**src/nmea_sentence_checker_macros.svh**
```systemverilog
// ---------------------------------------------------------------------------
// NMEA sentence checker assertion macros
// Clocked assertion wrappers; empty when SYNTHESIS is defined.
// ---------------------------------------------------------------------------
`ifndef NMEA_SENTENCE_CHECKER_MACROS_SVH
`define NMEA_SENTENCE_CHECKER_MACROS_SVH

`ifndef SYNTHESIS

// prop is checked at every rising clock edge outside reset
`define NSC_ASSERT(label, clk, rst_n, prop) \
    label: assert property (@(posedge clk) disable iff (!(rst_n)) (prop)) \
        else $error("nmea_sentence_checker: assertion failed");

// cond must never hold outside reset
`define NSC_NEVER(label, clk, rst_n, cond) \
    `NSC_ASSERT(label, clk, rst_n, !(cond))

`else

`define NSC_ASSERT(label, clk, rst_n, prop)
`define NSC_NEVER(label, clk, rst_n, cond)

`endif

`endif

```
**src/nsc_pkg.sv**
```systemverilog
// ---------------------------------------------------------------------------
// nsc_pkg
// Shared types, character codes and helpers for the NMEA sentence checker.
// ---------------------------------------------------------------------------
package nsc_pkg;

    localparam logic [7:0] CH_DOLLAR = 8'h24;
    localparam logic [7:0] CH_STAR   = 8'h2A;
    localparam logic [7:0] CH_CR     = 8'h0D;
    localparam logic [7:0] CH_LF     = 8'h0A;
    localparam logic [7:0] CH_COMMA  = 8'h2C;

    localparam logic [7:0] MAX_BODY_LEN_RST = 8'd80;
    localparam logic [7:0] LEN_SATURATED    = 8'hFF;
    localparam logic [1:0] HEX_DIGITS_MAX   = 2'd2;

    typedef enum logic [2:0] {
        KIND_BODY   = 3'd0,
        KIND_OK     = 3'd1,
        KIND_BADSUM = 3'd2,
        KIND_EARLY  = 3'd3,
        KIND_LONG   = 3'd4,
        KIND_TERM   = 3'd5
    } t_kind;

    // one received character held in the input register
    typedef struct packed {
        logic       valid;
        logic [7:0] rx_byte;
    } t_rx_item;

    // one result item on its way to the output register
    typedef struct packed {
        logic       valid;
        t_kind      kind;
        logic [7:0] data_byte;
        logic [7:0] sentence_length;
        logic [7:0] computed_parity;
    } t_result;

    // {is_hex, nibble}
    function automatic logic [4:0] hex_nibble(input logic [7:0] c);
        logic [4:0] r;
        r = '0;
        if (c inside {[8'h30:8'h39]}) begin
            r = {1'b1, c[3:0]};
        end else if (c inside {[8'h41:8'h46], [8'h61:8'h66]}) begin
            r = {1'b1, 4'(c[3:0] + 4'd9)};
        end
        return r;
    endfunction

endpackage

```
**src/nsc_core.sv**
```systemverilog
// ---------------------------------------------------------------------------
// nsc_core
// Sentence state, parity and checksum tracking; one character per cycle while the result register can accept.
// ---------------------------------------------------------------------------
`include "nmea_sentence_checker_macros.svh"

module nsc_core (
    input  logic              i_clk,
    input  logic              i_rst_n,
    input  logic              i_cfg_wr_en,
    input  logic [7:0]        i_cfg_wr_data,
    input  nsc_pkg::t_rx_item i_item,
    input  logic              i_out_ready,
    output logic              o_take,
    output nsc_pkg::t_result  o_result
);
    import nsc_pkg::*;

    typedef enum logic [2:0] {
        PH_HUNT = 3'b001,
        PH_BODY = 3'b010,
        PH_SUM  = 3'b100
    } t_phase;

    t_phase     r_phase,  n_phase;
    logic [7:0] r_parity, n_parity;
    logic [7:0] r_len,    n_len;
    logic [7:0] r_hex,    n_hex;
    logic [1:0] r_digits, n_digits;
    logic       r_bad_hex, n_bad_hex;
    logic [7:0] r_max_len;

    logic [7:0] c;
    logic [4:0] nib;
    logic       too_long;
    logic       sum_ok;
    t_result    res;

    assign c        = i_item.rx_byte;
    assign nib      = hex_nibble(c);
    assign o_take   = i_item.valid && i_out_ready;
    assign too_long = (r_len > r_max_len) || (r_len == LEN_SATURATED);
    assign sum_ok   = !r_bad_hex && (r_digits != 2'd0) && (r_hex == r_parity);

    always_comb begin
        n_phase   = r_phase;
        n_parity  = r_parity;
        n_len     = r_len;
        n_hex     = r_hex;
        n_digits  = r_digits;
        n_bad_hex = r_bad_hex;
        res       = '0;
        res.kind  = KIND_BODY;

        case (r_phase)
            PH_BODY: begin
                if (c inside {CH_CR, CH_LF}) begin
                    res.valid = 1'b1;
                    res.kind  = KIND_EARLY;
                end else if (too_long) begin
                    res.valid = 1'b1;
                    res.kind  = KIND_LONG;
                end else begin
                    n_len     = r_len + 8'd1;
                    res.valid = 1'b1;
                    res.data_byte = c;
                    if (c == CH_STAR) begin
                        n_phase   = PH_SUM;
                        n_hex     = '0;
                        n_digits  = '0;
                        n_bad_hex = 1'b0;
                    end else begin
                        n_parity = r_parity ^ c;
                    end
                end
            end
            PH_SUM: begin
                if (c inside {CH_COMMA, CH_STAR}) begin
                    res.valid = 1'b1;
                    res.kind  = KIND_TERM;
                end else if (c inside {CH_CR, CH_LF}) begin
                    res.valid = 1'b1;
                    res.kind  = sum_ok ? KIND_OK : KIND_BADSUM;
                end else if (r_digits < HEX_DIGITS_MAX) begin
                    // extra checksum characters are ignored
                    if (nib[4]) begin
                        n_hex = {r_hex[3:0], nib[3:0]};
                    end else begin
                        n_bad_hex = 1'b1;
                    end
                    n_digits = r_digits + 2'd1;
                end
            end
            default: begin
                n_phase = PH_HUNT;
                if (c == CH_DOLLAR) begin
                    n_phase       = PH_BODY;
                    n_len         = 8'd1;
                    n_parity      = '0;
                    res.valid     = 1'b1;
                    res.data_byte = c;
                end
            end
        endcase

        // any verdict closes the sentence
        if (res.valid && res.kind != KIND_BODY) begin
            res.sentence_length = r_len;
            res.computed_parity = r_parity;
            n_phase             = PH_HUNT;
        end
    end

    always_ff @(posedge i_clk) begin
        if (!i_rst_n) begin
            r_phase   <= PH_HUNT;
            r_parity  <= '0;
            r_len     <= '0;
            r_hex     <= '0;
            r_digits  <= '0;
            r_bad_hex <= 1'b0;
        end else if (o_take) begin
            r_phase   <= n_phase;
            r_parity  <= n_parity;
            r_len     <= n_len;
            r_hex     <= n_hex;
            r_digits  <= n_digits;
            r_bad_hex <= n_bad_hex;
        end
    end

    always_ff @(posedge i_clk) begin
        if (!i_rst_n) begin
            r_max_len <= MAX_BODY_LEN_RST;
        end else if (i_cfg_wr_en) begin
            r_max_len <= i_cfg_wr_data;
        end
    end

    always_comb begin
        o_result       = res;
        o_result.valid = res.valid && o_take;
    end

    `NSC_ASSERT(a_verdict_to_hunt, i_clk, i_rst_n,
        (o_result.valid && o_result.kind != KIND_BODY) |=> r_phase == PH_HUNT)
    `NSC_ASSERT(a_sum_has_len, i_clk, i_rst_n,
        (r_phase == PH_SUM) |-> (r_len >= 8'd2))
    `NSC_ASSERT(a_body_fields_zero, i_clk, i_rst_n,
        (o_result.valid && o_result.kind == KIND_BODY) |->
        (o_result.sentence_length == 8'd0 && o_result.computed_parity == 8'd0))

endmodule

```
**config.mk**
```make
export PLATFORM = sky130hd
export DESIGN_NAME = nsc_core
export DESIGN_NICKNAME = d
export VERILOG_FILES = /design/src/nsc_pkg.sv /design/src/nsc_core.sv
export VERILOG_INCLUDE_DIRS = /design/src /design/src/src
export SDC_FILE = /design/constraint.sdc
export NUM_CORES = 1
export LEC_CHECK = 0
export BUFFER_PORTS_ARGS = -buffer_cell sky130_fd_sc_hd__buf_2
export CORE_UTILIZATION = 45
export DETAILED_ROUTE_END_ITERATION = 8
export PLACE_DENSITY = 0.73
export SLEW_MARGIN = 20
export SYNTH_ARGS = -nofsm -noshare
export SYNTH_HDL_FRONTEND = slang
export SYNTH_SLANG_ARGS = --single-unit
```
**constraint.sdc**
```tcl
create_clock -name i_clk -period 3.1 [get_ports i_clk]
set_input_delay 0.31 -clock i_clk [delete_from_list [all_inputs] [get_ports i_clk]]
set_output_delay 0.31 -clock i_clk [all_outputs]
set_load 0.02 [all_outputs]
```
==> metrics, run 1 <==
row count=26; Avg Inst Size Synth=8.27 µm²; full die area=5950 µm²; final net count=397; Post-synth top cells=dfxtp_1 (38), nand2_1 (34), a21oi_1 (21); Synth area leader=dfxtp_1; # resized after CTS=0; Slew Limit Fails=0; fmax=341 MHz; CTS max path bufs=2; P&R area growth vs syn=19.1%; number of fillers in the final layout=500; skew final=5.31 ps; post-synthesis sequential area ratio=30.0%; CTS root buf=clkbuf_8; drt drc=0; CP Data Arrival Time=2620 ps; startpoint types=register; Die X=77.1 µm; Psw=0.000266 W; CTS Hold Buffers Added=0; worst hold path type=input pin to register; cells after synthesis=307; die height=77.1 µm; total CTS buffers=5; vias in the first global route=2236; core area=5270 µm²; Synth Register Bits=38; DRT iter0 DRCs=165; # diodes=0; worst skew pair latency=300 ps; Sw Share=23.8%; status=finished clean; Hold Fails Final Rpt=0; initial antenna violation count=0; fin crit period=2930 ps; Comb pwr share=8.7%; CTS Sinks=38; GR Util All Layers=23.0%; CP Class=register to output pin; asr flop ratio synth=0%; worst-path fanout max=10; vias per cell=5.69; H-tree Lvls=2; multi-input logic area=1650 µm²; period utilisation layout=94.5%; Overall Power=0.00112 W; ranking of synthesized cells by area=dfxtp_1 (30%), ha_1 (7.4%), nand2_1 (5.0%), and2_1 (4.9%), a21oi_1 (4.1%); Yosys cell types=60; CTS tree=yes; WL/cell=15.5 µm; Slew Limit Headroom=43.4%; post-synth top area share=30.0%; first-pass GRT wire length=10900 µm; Ports=50; PD cells=370 nW/µm²; DR vias=2456; gp weighted congestion=0.922; Yosys warning count=0; final wirelength=6690 µm; Critical Path Sink Type=output pin; Final ANT Viol Nets=0; Seq pwr share=44.6%; EDFF count, synth=0; slew at the pin closest to its max-slew limit=847 ps; Max-Cap Viols=0; power share of the clock group=46.7%; Critical Path RT=2790 ps; Max IR drop VDD=0.198 mV; final setup fails=0; share of layout cells above drive strength 1=23.2%; Post-CTS Setup Inserts=0; Leak=1.32 nW; syn_nets=343; dpl hpwl=4960 µm; Reg clk slew, reported paths=90 ps; setup tns final=0 ps; first-pass iteration count of the detailed router=4; Starting Density=48.2%; Main synth FF type=dfxtp_1; maximum number of pins on one net before global-route repair=28; count leader, synth=dfxtp_1; total global routing overflow=0; Pint=0.000853 W; PortBufs=49; Mapped Area=2540 µm²; Sequential Area=761 µm²
placed cells by master, fill, tap and decap left out, drive strengths merged, types with 2 or more instances in the layout:
cell type	count
o21ai	8
or2	2
dfxtp	38
nand2	34
o211ai	4
inv	19
and3	5
xnor2	10
nand2b	6
ha	15
a21oi	23
a22o	8
or4	12
nand4	6
nor4	4
and4	2
a21o	2
nor3	3
clkbuf	5
o31ai	12
nor2	19
nor2b	3
buf	58
and2	22
nand3	6
mux2	2
mux2i	9
bufinv	2
a31oi	2
registers in the layout (all words and copies together), names as in the netlist:
signal / cells
r_bad_hex: 1
r_digits: 2
r_hex: 8
r_len: 8
r_max_len: 8
r_parity: 8
r_phase: 3
routing by layer:
metal	global-route usage (%)	share of wire (%)	wire [µm]	vias to the layer above
li1	-	-	-	1222
met1	32.4	48	3210	1146
met2	35.2	44	2950	76
met3	4.05	6.2	412	12
met4	7.55	1.7	116	0
met5	0	0	0	-
layout make-up:
cell class	instances	share of cell area, %
inverters	19	2.36
flip-flops and latches	38	25.2
repair buffers	58	10.3
multi-input cells	239	54.7
clock inverters	3	2.28
well taps	70	2.90
clock buffers	5	2.28
final timing paths:
kind	start	to	slack (ps)	depth (start not counted)
max	r_len[2]	o_result[16]	170	9
min	i_cfg_wr_data[4]	r_max_len[4]	230	3
max reg2reg	r_len[7]	r_digits[0]	440	8
min reg2reg	r_digits[0]	r_digits[0]	480	2
power groups by stage:
stage               combinational [W]  clock, W  sequential (W)
CTS                         0.0000972  0.000525        0.000499
global placement            0.0000940         0        0.000510
global route                 0.000108  0.000548        0.000500
detailed placement          0.0000959         0        0.000510
finish                      0.0000971  0.000523        0.000499
floorplan                   0.0000604         0        0.000509
worst max-delay path, stage by stage (launching register included):
cell and delay [ps]:
dfxtp_1 520, ha_1 300, nand4_1 130, nor2_1 70, a211oi_1 420, nor3_4 100
and2_2 250, nand2b_1 190, and2_1 180, buf_2 150
kinds of logic after synthesis:
kind of cell               after synthesis  share of synthesized area, %
adders and majority gates               15                          7.39
muxes                                   11                          4.43
buffers and inverters                   30                          5.17
and+or+nand+nor                        130                          28.4
DFF                                     38                          30.0
AOI/OAI and AO/OA                       72                          20.8
xor gates and xnor gates                11                          3.79
through the flow:
step / area, µm² / worst slack (ps) / hold slack (ps) / cells / util [%]
after floorplan: 2540 / 727 / 440 / 307 / -
after global placement: 2880 / 453 / 450 / 424 / 54.7
after detailed placement: 2880 / 393 / 466 / 424 / 54.7
after CTS: 3020 / 171 / 229 / 432 / 57.3
after global routing: 3020 / -0.102 / 228 / 432 / 57.4
final: 3020 / 171 / 229 / 432 / 57.4
No activity file was read; power rests on OpenSTA's default activity.
==> run 2, diff against run 1 <==
--- a/config.mk
+++ b/config.mk
@@ -6,7 +6,7 @@
 export SDC_FILE = /design/constraint.sdc
 export NUM_CORES = 1
 export LEC_CHECK = 0
-export BUFFER_PORTS_ARGS = -buffer_cell sky130_fd_sc_hd__buf_2
+export BUFFER_PORTS_ARGS = -buffer_cell sky130_fd_sc_hd__clkbuf_2
 export CORE_UTILIZATION = 45
 export DETAILED_ROUTE_END_ITERATION = 8
 export PLACE_DENSITY = 0.73
==> run 2 against run 1 <==
- clock skew increased by 1.3 ps
- global-route usage down 0.38 points
- combinational power about the same
- sequential share of layout area grew 0.51 points
- sequential cell count is the same
- largest cell class unchanged
- cell count shrank 0.69%
- non-clock buffer count is 3 lower
- utilization is 1.1 points lower
- maximum frequency is 1.7% higher
==> metrics, run 2 (same netlist as run 1, synthesis figures left out) <==
CTS max path bufs=2; Most Frequent Cell on Critical Path=o211ai_1; Placed Cells=421; Worst R2R Path Depth=8; r2r endpoint=r_digits[0]; CP top delay family=compound AO/OA/AOI/OAI gates; Max IR drop VDD=0.280 mV; Ports=50; WHS Endpoint=r_max_len[6]; setup tns final=0 ps; WL/cell=15.3 µm; final net count=394; Worst R2R Start=r_len[1]; slowest CP cell=dfxtp_1; CTS tree=yes; Hold Fails Final Rpt=0; period utilisation layout=92.9%; Slew Limit Fails=0; core area=5270 µm²; Leak=1.26 nW; worst skew pair latency=310 ps; Critical Path RT=2790 ps; initial antenna violation count=0; Starting Density=48.2%; first-pass iteration count of the detailed router=5; Final ANT Viol Nets=0; drt drc=0; Reg2Reg Setup Slack=450 ps; CTS Sinks=38; worst hold path type=input pin to register; slew at the pin closest to its max-slew limit=793 ps; GR Util All Layers=22.7%; Die X=77.1 µm; PD cells=328 nW/µm²; Critical Path Sink Type=output pin; Final Non-Filler Cells=429; PortBufs=49; vias in the first global route=2185; worst-path fanout max=16; Slew Limit Headroom=47.0%; Place WS=351 ps; Max-Cap Viols=0; hold_sp=i_cfg_wr_data[6]; row count=26; CP cell instances=ha_1 -> nor2b_1 -> o211ai_1 -> a21oi_1 -> o311ai_4 -> o211ai_1 -> buf_4 -> and2_1 -> clkbuf_2; # diodes=0; DR vias=2457; DRT iter0 DRCs=312; Final Hold Slack=234 ps; Reg clk slew, reported paths=80 ps; CTS root buf=clkbuf_8; fmax=347 MHz; share of layout cells above drive strength 1=22.8%; dpl hpwl=4900 µm; full die area=5950 µm²; status=finished clean; final wirelength=6560 µm; final worst slack=221 ps; gp weighted congestion=0.838; total global routing overflow=0; Core Util, Final=56.2%; number of fillers in the final layout=509; slowest stage delay, CP=430 ps; Buf+Inv Stages, Crit Path=2; fin crit period=2880 ps; Post-CTS Setup Inserts=0; first-pass GRT wire length=10600 µm; commonest non-fill, non-tap cell in the layout=clkbuf_2; CP Data Arrival Time=2570 ps; skew final=6.60 ps; RSZ-0062 raised after global routing=no; startpoint types=register; die height=77.1 µm; CP Class=register to output pin; final setup fails=0; H-tree Lvls=2; maximum number of pins on one net before global-route repair=29; total CTS buffers=5; vias per cell=5.73; hold path cells=3; most frequent cells in the layout=clkbuf_2 (49), dfxtp_1 (38), nand2_1 (34); P&R area growth vs syn=16.7%
## run 2: timing repair
| action | CTS | global route |
|---|---|---|
| endpoints found under the setup margin | 0 | 3 |
| gates resized for setup | 0 | 2 |
| hold buffers | 0 | 0 |
## run 2: worst max path at each step
stage / from / end / cells past startpoint
final: r_len[1] / o_result[15] / 9
after global routing: r_len[0] / o_result[16] / 10
after CTS: r_len[7] / o_result[16] / 9
after detailed placement: i_item[0] / o_result[4] / 11
after global placement: i_item[0] / o_result[15] / 11
after floorplan: i_item[0] / o_result[10] / 9
## run 2: final cells by class
type / instances / area [µm²] / area share [%]
multi-input combinational: 239 / 1660 / 56.0
clock buffer: 6 / 82.6 / 2.79
timing repair buffer: 55 / 290 / 9.79
inverter: 19 / 71.3 / 2.41
tap: 70 / 87.6 / 2.95
sequential: 38 / 761 / 25.7
clock inverter: 2 / 12.5 / 0.422
## run 2: report_power, final
part	switching [W]	internal [W]	total (W)
clock	0.000197	0.000179	0.000376
combinational	0.0000618	0.0000350	0.0000968
sequential	0.00000382	0.000495	0.000499
total	0.000263	0.000709	0.000972
## run 2: worst min-delay path: stages
cell      delay (ps)
clkbuf_2          80
nand2_1           50
o211ai_1          70
## run 2: per-layer routing
layer  part of all wire, %  track usage [%]
met5                     0                0
met4                  0.82             6.04
met3                   7.0             5.48
met2                    45             34.9
met1                    47             31.3
## run 2: through the flow
stage | power [W] | cell area (µm²)
2_1_floorplan | 0.000570 | 2540
3_3_place_gp | 0.000604 | 2860
3_5_place_dp | 0.000606 | 2860
4_1_cts | 0.000975 | 2950
5_1_grt | 0.00101 | 2960
6_report | 0.000972 | 2960
